$ cat src/design/tcw_pkg.sv
package tcw_pkg;

	// Screen geometry and field widths are fixed by the interface widths.
	localparam int COLUMNS = 80;
	localparam int ROWS    = 25;
	localparam int CELLS   = COLUMNS * ROWS;

	localparam int COL_W  = 7;
	localparam int ROW_W  = 5;
	localparam int ADDR_W = 11;
	localparam int CELL_W = 16;
	localparam int ATTR_W = 8;
	localparam int CHAR_W = 8;
	localparam int CFG_W  = 8;

	localparam int QUEUE_DEPTH = 2;

	localparam logic [CELL_W-1:0] BLANK_CELL = 16'h0720;

	localparam logic [CHAR_W-1:0] CH_BACKSPACE = 8'd8;
	localparam logic [CHAR_W-1:0] CH_TAB       = 8'd9;
	localparam logic [CHAR_W-1:0] CH_NEWLINE   = 8'd10;
	localparam logic [CHAR_W-1:0] CH_RETURN    = 8'd13;

	typedef enum logic [1:0] {
		ACT_PUT,
		ACT_SET,
		ACT_MOVE,
		ACT_READ
	} act_t;

	typedef enum logic [1:0] {
		REG_ATTR,
		REG_SCROLL_EN,
		REG_SCROLL_TOP,
		REG_SCROLL_END
	} cfg_reg_t;

	typedef enum logic [2:0] {
		BK_CLEAR,
		BK_IDLE,
		BK_READ,
		BK_COPY,
		BK_BLANK
	} back_state_t;

	// One classified command from the front end to the screen store.
	typedef struct packed {
		logic              wr_en;
		logic [ADDR_W-1:0] wr_addr;
		logic [CELL_W-1:0] wr_data;
		logic              rd_en;
		logic [ADDR_W-1:0] rd_addr;
		logic              scroll;
		logic [ADDR_W-1:0] reg_first;
		logic [ADDR_W-1:0] reg_last;
		logic [COL_W-1:0]  cur_x;
		logic [ROW_W-1:0]  cur_y;
		logic [ADDR_W-1:0] cur_off;
	} cmd_t;

endpackage

$ cat src/design/tcw_front.sv
module tcw_front (
	input  logic                     clk,
	input  logic                     arst_n,
	input  logic                     cfg_write,
	input  logic [1:0]               cfg_index,
	input  logic [tcw_pkg::CFG_W-1:0] cfg_data,
	input  logic                     in_valid,
	output logic                     in_ready,
	input  logic [1:0]               action,
	input  logic [7:0]               char_code,
	input  logic signed [7:0]        pos_x,
	input  logic signed [7:0]        pos_y,
	input  logic [10:0]              read_address,
	input  logic                     clearing,
	input  logic                     q_full,
	output logic                     q_push,
	output tcw_pkg::cmd_t            q_data
);
	import tcw_pkg::*;

	logic [ATTR_W-1:0] attr_q;
	logic              scroll_en_q;
	logic [ROW_W-1:0]  top_q;
	logic [ROW_W-1:0]  end_q;
	logic [COL_W-1:0]  col_q;
	logic [ROW_W-1:0]  row_q;

	logic [ROW_W-1:0]  top_eff;
	logic [ROW_W-1:0]  end_lo;
	logic [ROW_W-1:0]  end_eff;
	logic [ROW_W-1:0]  last_row;
	logic [COL_W-1:0]  tab_sum;
	logic [COL_W-1:0]  pc_col;
	logic [ROW_W-1:0]  pc_row;
	logic              pc_write;
	logic              pc_scroll;
	logic [COL_W-1:0]  nx_col;
	logic [ROW_W-1:0]  nx_row;
	act_t              act;

	// Reduces a non-negative value below 8*COLUMNS to a column.
	function automatic logic [COL_W-1:0] wrap_col(input logic [9:0] v);
		logic [9:0] t;
		t = v;
		if (t >= 10'(4 * COLUMNS)) t = t - 10'(4 * COLUMNS);
		if (t >= 10'(2 * COLUMNS)) t = t - 10'(2 * COLUMNS);
		if (t >= 10'(COLUMNS)) t = t - 10'(COLUMNS);
		return t[COL_W-1:0];
	endfunction

	// Reduces a non-negative value below 16*ROWS to a row.
	function automatic logic [ROW_W-1:0] wrap_row(input logic [8:0] v);
		logic [8:0] t;
		t = v;
		if (t >= 9'(8 * ROWS)) t = t - 9'(8 * ROWS);
		if (t >= 9'(4 * ROWS)) t = t - 9'(4 * ROWS);
		if (t >= 9'(2 * ROWS)) t = t - 9'(2 * ROWS);
		if (t >= 9'(ROWS)) t = t - 9'(ROWS);
		return t[ROW_W-1:0];
	endfunction

	assign in_ready = !q_full && !clearing;
	assign q_push   = in_valid && in_ready;
	assign act      = act_t'(action);

	always_comb begin
		top_eff  = (top_q > ROW_W'(ROWS - 1)) ? ROW_W'(ROWS - 1) : top_q;
		end_lo   = (end_q <= top_eff) ? ROW_W'(top_eff + 1'b1) : end_q;
		end_eff  = (end_lo > ROW_W'(ROWS)) ? ROW_W'(ROWS) : end_lo;
		last_row = ROW_W'(end_eff - 1'b1);

		pc_col   = col_q;
		pc_row   = row_q;
		pc_write = 1'b0;
		tab_sum  = COL_W'(col_q + COL_W'(8));
		unique case (char_code)
			CH_BACKSPACE: begin
				if (col_q != '0) pc_col = COL_W'(col_q - 1'b1);
			end
			CH_TAB: pc_col = {tab_sum[COL_W-1:3], 3'b000};
			CH_RETURN: pc_col = '0;
			CH_NEWLINE: begin
				pc_col = '0;
				pc_row = ROW_W'(row_q + 1'b1);
			end
			default: begin
				pc_write = 1'b1;
				pc_col   = COL_W'(col_q + 1'b1);
			end
		endcase
		if (pc_col >= COL_W'(COLUMNS)) begin
			pc_col = '0;
			pc_row = ROW_W'(pc_row + 1'b1);
		end
		// A row at or past the region end is held on the last row of the region.
		pc_scroll = 1'b0;
		if (pc_row >= end_eff) begin
			pc_row    = last_row;
			pc_scroll = scroll_en_q;
		end

		unique case (act)
			ACT_PUT: begin
				nx_col = pc_col;
				nx_row = pc_row;
			end
			ACT_SET: begin
				nx_col = wrap_col({{2{pos_x[7]}}, pos_x} + 10'(2 * COLUMNS));
				nx_row = wrap_row({pos_y[7], pos_y} + 9'(6 * ROWS));
			end
			ACT_MOVE: begin
				nx_col = wrap_col({3'b000, col_q} + {{2{pos_x[7]}}, pos_x}
					+ 10'(2 * COLUMNS));
				nx_row = wrap_row({4'b0000, row_q} + {pos_y[7], pos_y} + 9'(6 * ROWS));
			end
			ACT_READ: begin
				nx_col = col_q;
				nx_row = row_q;
			end
			default: begin
				nx_col = col_q;
				nx_row = row_q;
			end
		endcase

		q_data.wr_en     = (act == ACT_PUT) && pc_write;
		q_data.wr_addr   = ADDR_W'(ADDR_W'(row_q) * ADDR_W'(COLUMNS) + ADDR_W'(col_q));
		q_data.wr_data   = {attr_q, char_code};
		q_data.rd_en     = (act == ACT_READ) && (read_address < ADDR_W'(CELLS));
		q_data.rd_addr   = read_address;
		q_data.scroll    = (act == ACT_PUT) && pc_scroll;
		q_data.reg_first = ADDR_W'(ADDR_W'(top_eff) * ADDR_W'(COLUMNS));
		q_data.reg_last  = ADDR_W'(ADDR_W'(last_row) * ADDR_W'(COLUMNS));
		q_data.cur_x     = nx_col;
		q_data.cur_y     = nx_row;
		q_data.cur_off   = ADDR_W'(ADDR_W'(nx_row) * ADDR_W'(COLUMNS) + ADDR_W'(nx_col));
	end

	always_ff @(posedge clk or negedge arst_n) begin
		if (!arst_n) begin
			attr_q      <= ATTR_W'(7);
			scroll_en_q <= 1'b1;
			top_q       <= '0;
			end_q       <= ROW_W'(ROWS);
		end else if (cfg_write) begin
			unique case (cfg_reg_t'(cfg_index))
				REG_ATTR:       attr_q      <= cfg_data[ATTR_W-1:0];
				REG_SCROLL_EN:  scroll_en_q <= cfg_data[0];
				REG_SCROLL_TOP: top_q       <= cfg_data[ROW_W-1:0];
				REG_SCROLL_END: end_q       <= cfg_data[ROW_W-1:0];
				default: ;
			endcase
		end
	end

	always_ff @(posedge clk or negedge arst_n) begin
		if (!arst_n) begin
			col_q <= '0;
			row_q <= '0;
		end else if (q_push) begin
			col_q <= nx_col;
			row_q <= nx_row;
		end
	end

endmodule

$ cat config.mk
export PLATFORM = sky130hd
export DESIGN_NAME = tcw_front
export DESIGN_NICKNAME = d
export VERILOG_FILES = /design/src/design/tcw_pkg.sv /design/src/design/tcw_front.sv
export SDC_FILE = /design/constraint.sdc
export NUM_CORES = 1
export LEC_CHECK = 0
export BUFFER_PORTS_ARGS = -buffer_cell sky130_fd_sc_hd__buf_2
export CAP_MARGIN = 20
export CORE_MARGIN = 3
export CORE_UTILIZATION = 59
export DETAILED_ROUTE_END_ITERATION = 7
export PLACE_DENSITY = 0.84
export SLEW_MARGIN = 40
export SYNTH_ARGS = -nofsm -noshare
export SYNTH_HDL_FRONTEND = slang
export SYNTH_SLANG_ARGS = --single-unit
export TNS_END_PERCENT = 5
$ cat constraint.sdc
create_clock -name clk -period 23.9 [get_ports clk]
set_clock_uncertainty 0.15 [all_clocks]
set_input_delay 7.17 -clock clk [delete_from_list [all_inputs] [get_ports clk]]
set_output_delay 7.17 -clock clk [all_outputs]
set_load 0.005 [all_outputs]
==> impl_results.md <==
* Outcome: finished, final reports clean
* Synthesized area at around 7700 um2
* Hold path depth at 1
* Slew of the pin with the lowest slew margin at between 700 and 800 ps
* Wire length of the first global-routing pass at ~33,000 um
* Hold Buf Count CTS at 0
* Slew headroom at 0.5202
* Hold Fails Final Rpt at 0
* Die W at ~120 um
* Post-route insts no fill at ~1,200
* Antenna-violating nets left at 0
* Synth warnings at 0
* Worst-Skew Late Latency at between 200 and 300 ps
* Reg-to-Reg Start: row_q[2]
* Worst reg2reg setup slack at approximately 17,000 ps
* Crit Path Class: in -> out
* # rows at a little over 40
* Core Util, Final at 0.6550
* Slowest CP cell: a221oi_1
* Placer Congestion at between 0.9 and 1
* Top cell by count, worst path: ha_1
* Async set-or-reset flop fraction in the synthesized netlist at 1.000
* # IOs at 141
* Setup crit start kind: primary input
* Routed wire per std cell at roughly 16 um
* Hold WC Path Type: reg -> reg
* Tmin final at around 23,000 ps
* Top-count cell post-synth: ha_1
* Vias in the first global route at slightly above 7,000
* # nets final at 1,198
* Top cells by area, synth: ha_1 (16%), dfrtp_1 (7.8%), xnor2_1 (5.0%)
* Num CTS Buffers at 5
* Total of max-cap violations at 0
* Post-Synthesis Cells at 969
* Fin area at 8299 um2
* Largest net degree at the start of global routing at 32
* Post-DP Area at ~8000 um2
* Area Overhead vs Synth at 8.029%
* Top FF cell, synth: dfrtp_1
* Clock transition at path regs at approximately 50 ps
* Initial antenna violation count at 0
* Htree depth at 2
* Port bufs at around 120
* Clock sinks at 31
* Fillers at ~1,100
* Peak Freq at between 0.04 and 0.05 GHz
* Post-synth cell types at around 110
* Root Buffer: clkbuf_16
* Max Slew Vio Count at 0
* Worst Path Arrival at 15,860 ps
* Placed Cells at 1,203
* Area share of the largest cell type after synthesis at 0.1580
* Initial Util at 0.6063
* Seq/Total Area, Yosys at 0.1021
* Commonest cells in the netlist: ha_1 (97), nand2_1 (85), inv_1 (69)
* Congestion Overflow GR at 0
* Worst setup path end: q_data[10]
* Total GRT Usage at 0.2645
* Post-synth top area cell: ha_1
* Element type at the critical path end: output pin
* Total wire length at between 15,000 and 20,000 um
* Iter 0 DRT Violations at ~560
* Drt drc at 0
* Post-DP HPWL at around 16,000 um
* Reg2Reg Depth at 25
* Core area at 12,670 um2
* # diodes at 0
* Tcrit/Tclk final at 0.9701
* CTS tree: yes
* # setup viols final at 0
* Fin Setup TNS at 0 ps
* CP Data Required Time at ~17,000 ps
* Vias per inst at ~6.3
* Flops & latches, synth at 31
* CP peak stage delay at between 500 and 600 ps
* Crit path max fanout at 17
* Clock buffer depth at 2
* Crit path from: pos_y[1]
* TritonRoute pass-1 iters at 5
* Via count at around 7,600
* Full die area at about 14,000 um2
* R2R Path End: row_q[2]
* Number of synthesized flops with an enable pin at 0
* Layout cells sized above 1 at 0.2305
* Syn avg cell area at roughly 7.9 um2
* Die Ht at 120.1 um
cell type report:
| cell class | count | area, um2 | area share |
|---|---|---|---|
| clock buffers | 5 | 125.1 | 0.01508 |
| clock inverters | 3 | 43.79 | 0.005277 |
| inverters | 72 | 270.3 | 0.03256 |
| multi-input cells | 804 | 6225 | 0.7500 |
| flip-flops and latches | 31 | 784.5 | 0.09453 |
| well taps | 172 | 215.2 | 0.02593 |
| repair buffers | 126 | 635.6 | 0.07659 |
layer usage:
layer	wire (um)	up-vias	track usage
li1	-	3692	-
met1	8525	3636	0.3583
met2	9425	288	0.4510
met3	1377	33	0.03299
met4	298	0	0.05727
met5	0	-	0
metrics by stage:
stage               hold WS (ps)  worst slack [ps]
floorplan                  320.6              1531
global placement           334.4              1002
detailed placement         343.6             691.9
CTS                        354.4             639.1
global route               369.2            -2.602
finish                     352.1             715.4
worst min-delay path by stage:
| stage | endpoint | start |
|---|---|---|
| after floorplan | top_q[0] | top_q[0] |
| after global placement | attr_q[3] | attr_q[3] |
| after detailed placement | top_q[0] | top_q[0] |
| after CTS | top_q[0] | top_q[0] |
| after global routing | attr_q[3] | attr_q[3] |
| final | top_q[0] | top_q[0] |
worst max-delay path: cells and delay by family:
kind,cells,cell delay [ps]
compound gates,10,2820
simple gates,8,1970
buf+inv,6,700
fa+ha+maj,7,1930
xor+xnor,3,610
mux,2,670
cell families after synthesis:
| group | Yosys count | share of synthesized area |
|---|---|---|
| other | 1 | 0.0004881 |
| muxes | 58 | 0.08583 |
| AOI/OAI and AO/OA | 259 | 0.2568 |
| buffers and inverters | 141 | 0.09169 |
| and+or+nand+nor | 315 | 0.2160 |
| DFF | 31 | 0.1021 |
| adders and majority gates | 105 | 0.1788 |
| xor gates and xnor gates | 59 | 0.06824 |
sequential cells by signal, indices dropped and copies added, names as in the netlist:
register,cells
row_q,5
col_q,7
scroll_en_q,1
attr_q,8
end_q,5
top_q,5
what timing repair did:
| action | in CTS | in global routing |
|---|---|---|
| gates resized for setup | 0 | 0 |
| setup endpoints to repair | 0 | 1 |
| setup buffers | 0 | 2 |
placed cells by master, fill, tap and decap left out, types with 8 or more instances in the layout:
master / n
o21ai_0: 35
or3_1: 9
fa_1: 8
inv_1: 69
and2_1: 9
ha_1: 97
a31oi_1: 14
dfrtp_1: 24
xor2_1: 14
nand2_1: 85
xnor2_1: 44
and3_1: 11
a21o_1: 11
nand2b_1: 8
o31ai_1: 8
nand4_1: 13
nand3_1: 24
nor3_1: 24
buf_2: 124
mux2i_1: 19
o21a_1: 8
nor2_1: 68
or2_2: 8
mux2_2: 32
a21oi_1: 55
conb_1: 8
Power is not shown: default switching activity piles up to over one toggle a cycle in this logic, so the estimate is an artifact.
