**config.mk**
```make
export PLATFORM = sky130hd
export DESIGN_NAME = tcw_queue
export DESIGN_NICKNAME = d
export VERILOG_FILES = /design/src/design/tcw_pkg.sv /design/src/design/tcw_queue.sv
export SDC_FILE = /design/constraint.sdc
export NUM_CORES = 1
export LEC_CHECK = 0
export BUFFER_PORTS_ARGS = -buffer_cell sky130_fd_sc_hd__buf_2
export CAP_MARGIN = 20
export CORE_ASPECT_RATIO = 0.75
export CORE_MARGIN = 5
export CORE_UTILIZATION = 29
export CTS_BUF_LIST = sky130_fd_sc_hd__clkbuf_2 sky130_fd_sc_hd__clkbuf_4 sky130_fd_sc_hd__clkbuf_8
export DETAILED_ROUTE_END_ITERATION = 12
export GPL_ROUTABILITY_DRIVEN = 0
export PLACE_DENSITY = 0.57
export SLEW_MARGIN = 10
export SYNTH_ARGS = -nofsm -noshare
export SYNTH_HDL_FRONTEND = slang
export SYNTH_SLANG_ARGS = --single-unit
```
**constraint.sdc**
```tcl
create_clock -name clk -period 9.1 [get_ports clk]
set_input_delay 0.455 -clock clk [delete_from_list [all_inputs] [get_ports clk]]
set_output_delay 0.455 -clock clk [all_outputs]
set_load 0.005 [all_outputs]
```
**src/design/tcw_pkg.sv**
```systemverilog
package tcw_pkg;

	// Screen geometry and field widths are fixed by the interface widths.
	localparam int COLUMNS = 80;
	localparam int ROWS    = 25;
	localparam int CELLS   = COLUMNS * ROWS;

	localparam int COL_W  = 7;
	localparam int ROW_W  = 5;
	localparam int ADDR_W = 11;
	localparam int CELL_W = 16;
	localparam int ATTR_W = 8;
	localparam int CHAR_W = 8;
	localparam int CFG_W  = 8;

	localparam int QUEUE_DEPTH = 2;

	localparam logic [CELL_W-1:0] BLANK_CELL = 16'h0720;

	localparam logic [CHAR_W-1:0] CH_BACKSPACE = 8'd8;
	localparam logic [CHAR_W-1:0] CH_TAB       = 8'd9;
	localparam logic [CHAR_W-1:0] CH_NEWLINE   = 8'd10;
	localparam logic [CHAR_W-1:0] CH_RETURN    = 8'd13;

	typedef enum logic [1:0] {
		ACT_PUT,
		ACT_SET,
		ACT_MOVE,
		ACT_READ
	} act_t;

	typedef enum logic [1:0] {
		REG_ATTR,
		REG_SCROLL_EN,
		REG_SCROLL_TOP,
		REG_SCROLL_END
	} cfg_reg_t;

	typedef enum logic [2:0] {
		BK_CLEAR,
		BK_IDLE,
		BK_READ,
		BK_COPY,
		BK_BLANK
	} back_state_t;

	// One classified command from the front end to the screen store.
	typedef struct packed {
		logic              wr_en;
		logic [ADDR_W-1:0] wr_addr;
		logic [CELL_W-1:0] wr_data;
		logic              rd_en;
		logic [ADDR_W-1:0] rd_addr;
		logic              scroll;
		logic [ADDR_W-1:0] reg_first;
		logic [ADDR_W-1:0] reg_last;
		logic [COL_W-1:0]  cur_x;
		logic [ROW_W-1:0]  cur_y;
		logic [ADDR_W-1:0] cur_off;
	} cmd_t;

endpackage

```
**src/design/tcw_queue.sv**
```systemverilog
module tcw_queue (
	input  logic          clk,
	input  logic          arst_n,
	input  logic          push,
	input  tcw_pkg::cmd_t push_data,
	output logic          full,
	input  logic          pop,
	output logic          head_valid,
	output tcw_pkg::cmd_t head_data
);
	import tcw_pkg::*;

	localparam int PTR_W = (QUEUE_DEPTH > 1) ? $clog2(QUEUE_DEPTH) : 1;
	localparam int CNT_W = $clog2(QUEUE_DEPTH + 1);

	cmd_t             slots_q [QUEUE_DEPTH];
	logic [PTR_W-1:0] wr_ptr_q;
	logic [PTR_W-1:0] rd_ptr_q;
	logic [CNT_W-1:0] count_q;

	assign full       = (count_q == CNT_W'(QUEUE_DEPTH));
	assign head_valid = (count_q != '0);
	assign head_data  = slots_q[rd_ptr_q];

	always_ff @(posedge clk) begin
		if (push) slots_q[wr_ptr_q] <= push_data;
	end

	always_ff @(posedge clk or negedge arst_n) begin
		if (!arst_n) begin
			wr_ptr_q <= '0;
			rd_ptr_q <= '0;
			count_q  <= '0;
		end else begin
			if (push) begin
				wr_ptr_q <= (wr_ptr_q == PTR_W'(QUEUE_DEPTH - 1)) ? '0 : PTR_W'(wr_ptr_q + 1'b1);
			end
			if (pop) begin
				rd_ptr_q <= (rd_ptr_q == PTR_W'(QUEUE_DEPTH - 1)) ? '0 : PTR_W'(rd_ptr_q + 1'b1);
			end
			if (push && !pop) count_q <= CNT_W'(count_q + 1'b1);
			else if (pop && !push) count_q <= CNT_W'(count_q - 1'b1);
		end
	end

endmodule

```
==> impl_metrics.yaml, run 1 <==
placement:
  dpl_cell_area_um2: 7725
  dp_slack_ns: 6.382
  port_buffers: 177
  dp_cells: 748
  dpl.hpwl_um: 8917
sta:
  layout_setup_ws_ns: 6.014
  slew_headroom: 0.4694
  fmax_ghz: 0.3240
  skew_ns: 0.01188
  period_share: 0.3391
  hold_viol: 0
  fin_setup_tns_ns: 0
  tightest_slew_ns: 0.7959
  rsz0062_at_grt: "no"
  period_minus_slack_ns: 3.086
  setup-violations-final: 0
  final_max_slew_viol_count: 0
yosys:
  ys_ff_latch: 176
  ys_types: 14
  avgSynthCellArea_um2: 22.94
  syn_inst: 284
  syn_area_um2: 6516
  yosys_warnings: 0
  syn-num-nets: 375
  ys_seq_area_frac: 0.8080
setup_path:
  cp_slowest_cell: "dfrtp_4"
  critPathArrivalTime_ns: 2.63
  cp.required_ns: 8.65
  cpPeakStageDelay_ns: 0.80
  crit_chain: "buf_4 -> mux2_2 -> buf_2"
  path_class: "reg -> out"
  startpoint_type: "flop"
  endpoint_kind: "primary output"
  crit_fanout: 51
clock_network:
  cts_max_path_buffers: 2
  clk_pin_slew_ns: 0.09
  cts_tree: "yes"
  clkSinkCount: 176
  numCtsBuffers: 17
  root_buffer: "clkbuf_8"
  htreeDepth: 4
  postCtsHoldBufs: 1
  cts_setup_buffers: 0
  insertion_delay_ns: 0.44
  cts_resized: 0
power:
  p_sw_frac: 0.2734
  powerDensity_nw_per_um2: 288.6
  p_int_w: 0.001715
  p_leak_nw: 3.116
  seqPwrFrac: 0.487
  ir_drop_mv: 0.2233
  clockPowerShare: 0.240
  p_sw_w: 0.0006455
  combinationalPowerShare: 0.273
status:
  outcome: "finished, final reports clean"
drt:
  drcViolationCount: 0
  vias_per_cell: 4.137
  drt-wirelength-per-cell_um: 16.68
  via_count: 3239
  first_iter_violations: 123
  firstDrtPassIters: 4
  ant_nets: 0
  finalWirelength_um: 13060
die:
  core.rowCount: 47
  io_pins: 178
  die-area_um2: 25600
  initial_core_util: 0.2947
  die_x_um: 183.1
  fp.coreArea_um2: 22110
  die_y_um: 139.8
global_route:
  grt_usage: 0.1002
  grt_max_degree: 54
  antenna_found_initial: 1
  grt_pass1_wl_um: 19630
  grt_overflow_total: 0
  grt_pass1_vias: 3570
layout:
  instances_no_fill: 783
  nNetsFinal: 566
  drive_gt1_frac: 0.6209
  fin_util: 0.3700
  fill_cells: 2121
  design_area_um2: 8180
  area_growth_pct: 25.54
flow_run:
  drv_cap: 0
min_path:
  hp-class: "in -> reg"
## routing by layer
| layer | global-route usage | vias to the layer above | wire [um] |
|---|---|---|---|
| li1 | - | 1508 | - |
| met1 | 0.1219 | 1598 | 5543 |
| met2 | 0.1605 | 118 | 6231 |
| met3 | 0.04487 | 13 | 1141 |
| met4 | 0.03174 | 2 | 137 |
| met5 | 0 | - | 7 |
## synthesized netlist by cell type (all sizes together)
master / number / share of area
inv: 1 / 0.00058
xnor2: 1 / 0.0013
or2: 1 / 0.00096
ha: 1 / 0.0019
nor2: 1 / 0.00058
xor2: 4 / 0.0054
and2: 1 / 0.00096
buf: 10 / 0.012
mux2: 86 / 0.17
edfxtp: 172 / 0.79
dfrtp: 4 / 0.015
nor2b: 2 / 0.0019
## cell families (layout without fill, tap and decap cells)
kind of cell,count (synthesis),in the layout,synth area share
muxes,86,86,0.1659
and+or+nand+nor,5,5,0.004417
adders and majority gates,1,1,0.001920
other,0,1,0
buffers and inverters,11,215,0.01306
DFF,176,176,0.8080
xor gates and xnor gates,5,5,0.006720
## power by group through the flow
stage | registers [W] | clock network (W) | logic [W]
floorplan | 0.00114 | 0 | 0.000436
detailed placement | 0.00117 | 0 | 0.000657
finish | 0.00115 | 0.000568 | 0.000644
global placement | 0.00116 | 0 | 0.000648
CTS | 0.00116 | 0.000589 | 0.000660
global route | 0.00117 | 0.000624 | 0.000703
## worst paths after layout
path | start | endpoint | slack (ns) | cells past startpoint
max in group asynchronous | arst_n | rd_ptr_q | 8.62 | 2
worst min register to register | count_q[1] | count_q[1] | 0.51 | 1
worst max-delay path | rd_ptr_q | head_data[1] | 6.01 | 3
worst min-delay path | push_data[9] | slots_q[1][9] | 0.20 | 1
worst max register to register | wr_ptr_q | slots_q[0][21] | 7.05 | 3
min in group asynchronous | arst_n | wr_ptr_q | 0.34 | 2
## layout make-up
type	instances	area [um^2]	share of cell area
inverters	1	3.754	0.0004589
clock inverters	11	152.6	0.01866
well taps	294	367.9	0.04497
flip-flops and latches	176	5269	0.6441
clock buffers	21	270.3	0.03304
repair buffers	182	938.4	0.1147
multi-input cells	97	1176	0.1438
diodes	1	2.502	0.0003059
## through the flow
step / hold slack [ns] / total power, W
3_5_place_dp: 0.2693 / 0.001831
4_1_cts: 0.1485 / 0.002405
6_report: 0.1954 / 0.002361
3_3_place_gp: 0.2643 / 0.001810
2_1_floorplan: 0.1594 / 0.001573
5_1_grt: 0.1458 / 0.002495
## worst max-delay path, delay by kind of cell, from the launching register on
| kind | cells | cell delay (ns) |
|---|---|---|
| buffers and inverters | 2 | 0.84 |
| DFF | 1 | 0.80 |
| muxes | 1 | 0.43 |
## sequential cells by signal, summed over array words and instances, names as in the netlist
signal,count
slots_q,172
wr_ptr_q,1
rd_ptr_q,1
count_q,2
## cells in the final DEF (no fill, tap or decap), drive strengths merged
cell	n
and2	1
buf	181
bufinv	3
clkbuf	21
clkinv	2
clkinvlp	2
dfrtp	4
diode	1
dlygate4sd3	1
edfxtp	172
ha	1
inv	5
mux2	86
nor2	1
nor2b	2
or2	1
xnor2	1
xor2	4
(Power assumes the default switching activity.)
==> inputs of run 2 (changes only) <==
==> constraint.sdc (replaced) <==
create_clock -name clk -period 3.1 [get_ports clk]
set_input_delay 0.155 -clock clk [delete_from_list [all_inputs] [get_ports clk]]
set_output_delay 0.155 -clock clk [all_outputs]
set_load 0.005 [all_outputs]
==> impl_metrics.yaml, run 2 (synthesis results as in run 1) <==
status:
  outcome: "finished, final reports clean"
drt:
  firstDrtPassIters: 5
  first_iter_violations: 145
  drt-wirelength-per-cell_um: 15.73
  drcViolationCount: 0
  via_count: 3580
  vias_per_cell: 4.106
  ant_nets: 0
  finalWirelength_um: 13720
clock_network:
  insertion_delay_ns: 0.44
  root_buffer: "clkbuf_8"
  cts_max_path_buffers: 2
  clkSinkCount: 176
  clk_pin_slew_ns: 0.09
  numCtsBuffers: 17
  htreeDepth: 4
  cts_resized: 0
  cts_tree: "yes"
  cts_setup_buffers: 0
layout:
  diodes: 0
  fill_cells: 2011
  area_growth_pct: 39.21
  regMostFlops: "slots_q"
  seq_area_um2: 5269
  instances_no_fill: 872
  layout_common_cells: "177 x buf_2, 172 x edfxtp_1, 89 x dlygate4sd3_1, 56 x mux2_2, 30 x mux2_4"
  nNetsFinal: 656
  largest_register_ffs: 172
  drive_gt1_frac: 0.5277
  multiInputGateArea_um2: 1176
  final_common_cell: "buf_2"
  design_area_um2: 9071
  top_regs: "slots_q: 172 flops, count_q: 2 flops"
global_route:
  grt_max_degree: 48
  grt_overflow_total: 0
  grt_busiest_layer: "met2"
  antenna_found_initial: 0
  use_met1: 0.1362
  grt_pass1_vias: 3985
  grt_use_met2: 0.1781
  met3_usage: 0.03731
  grt_pass1_wl_um: 21310
  grt_usage: 0.1077
setup_path:
  path_class: "reg -> out"
  startpoint_type: "flop"
  cp_slowest_cell: "dfrtp_4"
  cp.required_ns: 2.94
  reg2reg_from: "wr_ptr_q"
  critPathArrivalTime_ns: 2.30
  crit_family: "flip-flops"
  cp.buffers_inverters: 2
  crit_fanout: 47
  reg2reg_depth: 2
  r2r_end: "slots_q[1][40]"
  rrSetupSlack_ns: 1.33
  endpoint_kind: "primary output"
  crit_chain: "buf_12 -> mux2_2 -> buf_2"
  cpPeakStageDelay_ns: 0.87
sta:
  tightest_slew_ns: 0.7207
  fmax_ghz: 0.4068
  skew_ns: 0.007104
  whs_ns: 0.06654
  slew_headroom: 0.5196
  setup-violations-final: 0
  period_minus_slack_ns: 2.458
  hold_viol: 0
  fin_setup_tns_ns: 0
  period_share: 0.7930
  final_max_slew_viol_count: 0
  rsz0062_at_grt: "no"
die:
  die_x_um: 183.1
  core.rowCount: 47
  initial_core_util: 0.2947
  fp.coreArea_um2: 22110
  die_y_um: 139.8
  die-area_um2: 25600
  io_pins: 178
placement:
  dp_cells: 751
  port_buffers: 177
  dpl_cell_area_um2: 7760
  dpl.hpwl_um: 8821
flow_run:
  drv_cap: 0
power:
  power.total_w: 0.007046
  p_leak_nw: 3.501
  ir_drop_mv: 0.3756
  powerDensity_nw_per_um2: 776.7
min_path:
  hp-class: "in -> async"
==> run 2: what timing repair did <==
action                                  in CTS  in global routing
hold buffers                                89                  0
hold endpoints to repair                   178                  0
endpoints found under the setup margin       0                  0
==> run 2: worst reg2reg max path: cells and delay by family (launching register included) <==
family                 cells  cell delay (ns)
AND/OR/NAND/NOR            1             0.62
flip-flops                 1             0.43
buffers and inverters      1             0.41
==> run 2: stage by stage <==
step	utilization	setup WS [ns]
2_1_floorplan	-	0.02047
3_3_place_gp	0.3510	1.090
3_5_place_dp	0.3510	1.086
4_1_cts	0.4103	0.5740
5_1_grt	0.4103	0.5168
6_report	0.4103	0.6416
==> run 2: worst max-delay path by stage <==
stage               startpoint            end  slack (ns)  cells past startpoint
floorplan             wr_ptr_q  slots_q[0][0]        0.02                      1
CTS                   rd_ptr_q  head_data[77]        0.57                      3
finish                rd_ptr_q  head_data[57]        0.64                      3
global route          rd_ptr_q  head_data[82]        0.52                      3
detailed placement    rd_ptr_q  head_data[77]        1.09                      3
global placement      rd_ptr_q  head_data[77]        1.09                      3
==> run 2: metal layers <==
layer  vias to the layer above  routed length (um)
li1                       1680                   -
met4                         0                 111
met1                      1774                6127
met3                        12                 834
met2                       114                6644
met5                         -                   0
==> run 2: where the power goes <==
group          leakage (nW)  switching (W)  internal [W]
registers              1.66       0.000243       0.00316
clock network         0.220       0.000795      0.000868
logic                  1.62       0.000874       0.00111
==> run 2: area by class of cell <==
type                       instances  area share
tap                              294     0.04055
clock inverter                     9     0.01490
inverter                           1   0.0004138
sequential                       176      0.5808
clock buffer                      23     0.03145
timing repair buffer             272      0.2022
multi-input combinational         97      0.1297
==> inputs of run 3 (changes only) <==
--- a/config.mk
+++ b/config.mk
@@ -5,6 +5,7 @@
 export SDC_FILE = /design/constraint.sdc
 export NUM_CORES = 1
 export LEC_CHECK = 0
+export ABC_AREA = 1
 export BUFFER_PORTS_ARGS = -buffer_cell sky130_fd_sc_hd__buf_2
 export CAP_MARGIN = 20
 export CORE_ASPECT_RATIO = 0.75
==> constraint.sdc (replaced) <==
create_clock -name clk -period 2.6 [get_ports clk]
set_input_delay 0.13 -clock clk [delete_from_list [all_inputs] [get_ports clk]]
set_output_delay 0.13 -clock clk [all_outputs]
set_load 0.005 [all_outputs]
==> impl_metrics.yaml, run 3 <==
flow_run:
  drv_cap: 0
clock_network:
  cts_tree: "yes"
  cts_setup_buffers: 0
  clk_pin_slew_ns: 0.10
  htreeDepth: 4
  numCtsBuffers: 17
  cts_resized: 0
  insertion_delay_ns: 0.44
  postCtsHoldBufs: 90
  clkSinkCount: 176
  root_buffer: "clkbuf_8"
  cts_max_path_buffers: 2
status:
  outcome: "finished, final reports clean"
layout:
  fin_util: 0.4107
  drive_gt1_frac: 0.5144
  final_common_cell: "buf_2"
  area_growth_pct: 38.99
  fill_cells: 2011
  regMostFlops: "slots_q"
  diodes: 0
  largest_register_ffs: 172
  layout_common_cells: "177 x buf_2, 172 x edfxtp_1, 90 x dlygate4sd3_1, 56 x mux2_2, 30 x mux2_4"
  nNetsFinal: 667
  instances_no_fill: 883
  top_regs: "slots_q: 172 flops, count_q: 2 flops"
sta:
  final_max_slew_viol_count: 0
  hold_viol: 0
  setup-violations-final: 0
  whs_ns: 0.3945
  fin_setup_tns_ns: 0
  rsz0062_at_grt: "no"
  slew_headroom: 0.5145
  fmax_ghz: 0.4642
  period_minus_slack_ns: 2.154
  tightest_slew_ns: 0.7283
  skew_ns: 0.01205
  period_share: 0.8286
yosys:
  syn_area_um2: 6534
  ys_ff_latch: 176
  ys_seq_area_frac: 0.8058
  syn_inst: 293
  yosysTopAreaCellShare: 0.7905
  synth-main-ff-cell: "edfxtp_1"
  avgSynthCellArea_um2: 22.30
  syn-num-nets: 384
  async_flop_share: 0.02273
  synth_edf_count: 172
  ys_types: 14
  yosys-top-cells-area: "edfxtp_1 79%, mux2_2 9.7%, mux2_4 6.9%"
  yosys_warnings: 0
  yosysTopAreaCell: "edfxtp_1"
  synth_commonest_cells: "172 x edfxtp_1, 56 x mux2_2, 30 x mux2_4"
  yosysMostFrequentCell: "edfxtp_1"
power:
  p_leak_nw: 3.510
  ir_drop_mv: 0.4033
  powerDensity_nw_per_um2: 914.8
  power.total_w: 0.008308
global_route:
  grt_max_degree: 53
  grt_overflow_total: 0
  grt_pass1_wl_um: 20880
  antenna_found_initial: 0
  grt_usage: 0.1033
  grt_pass1_vias: 3986
drt:
  via_count: 3635
  vias_per_cell: 4.117
  drcViolationCount: 0
  finalWirelength_um: 13370
  ant_nets: 0
  first_iter_violations: 132
  firstDrtPassIters: 4
  drt-wirelength-per-cell_um: 15.14
setup_path:
  crit_chain: "buf_12 -> mux2_2 -> buf_2"
  path_class: "reg -> out"
  startpoint_type: "flop"
  crit_family: "flip-flops"
  cpPeakStageDelay_ns: 0.69
  cp_slowest_cell: "dfrtp_4"
  cp.buffers_inverters: 2
  cp.required_ns: 2.47
  endpoint_kind: "primary output"
  crit_fanout: 43
  critPathArrivalTime_ns: 2.02
die:
  initial_core_util: 0.2955
  die_x_um: 183.3
  fp.coreArea_um2: 22110
  core.rowCount: 47
  die_y_um: 140.0
  die-area_um2: 25660
  io_pins: 178
placement:
  dpl.hpwl_um: 8764
  port_buffers: 177
  dp_cells: 761
min_path:
  hp-class: "in -> reg"
==> run 3: changes by cell type in the layout (fill, tap and decap cells not counted), sizes merged, moves of 2 or more <==
cell	before	now
nand2	0	6
clkinv	5	7
clkinvlp	0	2
inv	2	10
xor2	4	2
clkbuf	23	18
nor2b	2	0
==> run 3: worst paths after layout <==
kind	from	depth (start not counted)	to	slack, ns
min in group asynchronous	arst_n	3	wr_ptr_q	0.60
worst max-delay path	rd_ptr_q	3	head_data[79]	0.45
worst max register to register	wr_ptr_q	2	slots_q[0][53]	1.05
worst min-delay path	push_data[69]	2	slots_q[0][69]	0.39
max in group asynchronous	arst_n	3	rd_ptr_q	1.80
worst min register to register	count_q[1]	2	count_q[1]	0.49
==> run 3: report_power, final <==
part | switching [W] | leakage, nW | total [W] | internal (W)
logic | 0.00113 | 1.65 | 0.00245 | 0.00132
registers | 0.000215 | 1.66 | 0.00398 | 0.00377
clock network | 0.000995 | 0.195 | 0.00187 | 0.000879
total | 0.00234 | 3.51 | 0.00831 | 0.00597
==> run 3: per-layer routing <==
layer / up-vias / global-route usage / part of all wire
met5: - / 0 / 0
met4: 0 / 0.03174 / 0.0093
met3: 10 / 0.03629 / 0.072
met2: 131 / 0.1678 / 0.47
met1: 1789 / 0.1306 / 0.45
li1: 1705 / - / -
==> run 3: final cells by class <==
cell class / instances / area [um^2] / share of cell area
sequential: 176 / 5269 / 0.5802
timing repair buffer: 274 / 1852 / 0.2039
multi-input combinational: 100 / 1169 / 0.1287
tap: 294 / 367.9 / 0.04051
clock buffer: 18 / 241.5 / 0.02659
clock inverter: 14 / 155.1 / 0.01708
inverter: 7 / 27.53 / 0.003031
==> run 3: kinds of logic (layout without fill, tap and decap cells) <==
family,Yosys count,count (layout),share of synthesized area
adders and majority gates,1,1,0.001915
and+or+nand+nor,10,10,0.006319
DFF,176,176,0.8058
muxes,86,86,0.1655
buffers and inverters,17,313,0.01647
xor gates and xnor gates,3,3,0.004022
==> run 3: worst register-to-register path: stages (launching register included) <==
cell     delay, ns
dfrtp_1       0.44
nor2_4        0.12
buf_4         0.54
==> run 3: stage by stage <==
stage | cell area (um^2) | worst slack [ns]
3_3_place_gp | 7784 | 0.9158
2_1_floorplan | 6541 | 0.02312
5_1_grt | 9081 | 0.3255
6_report | 9081 | 0.4457
3_5_place_dp | 7784 | 0.8863
4_1_cts | 9081 | 0.3722
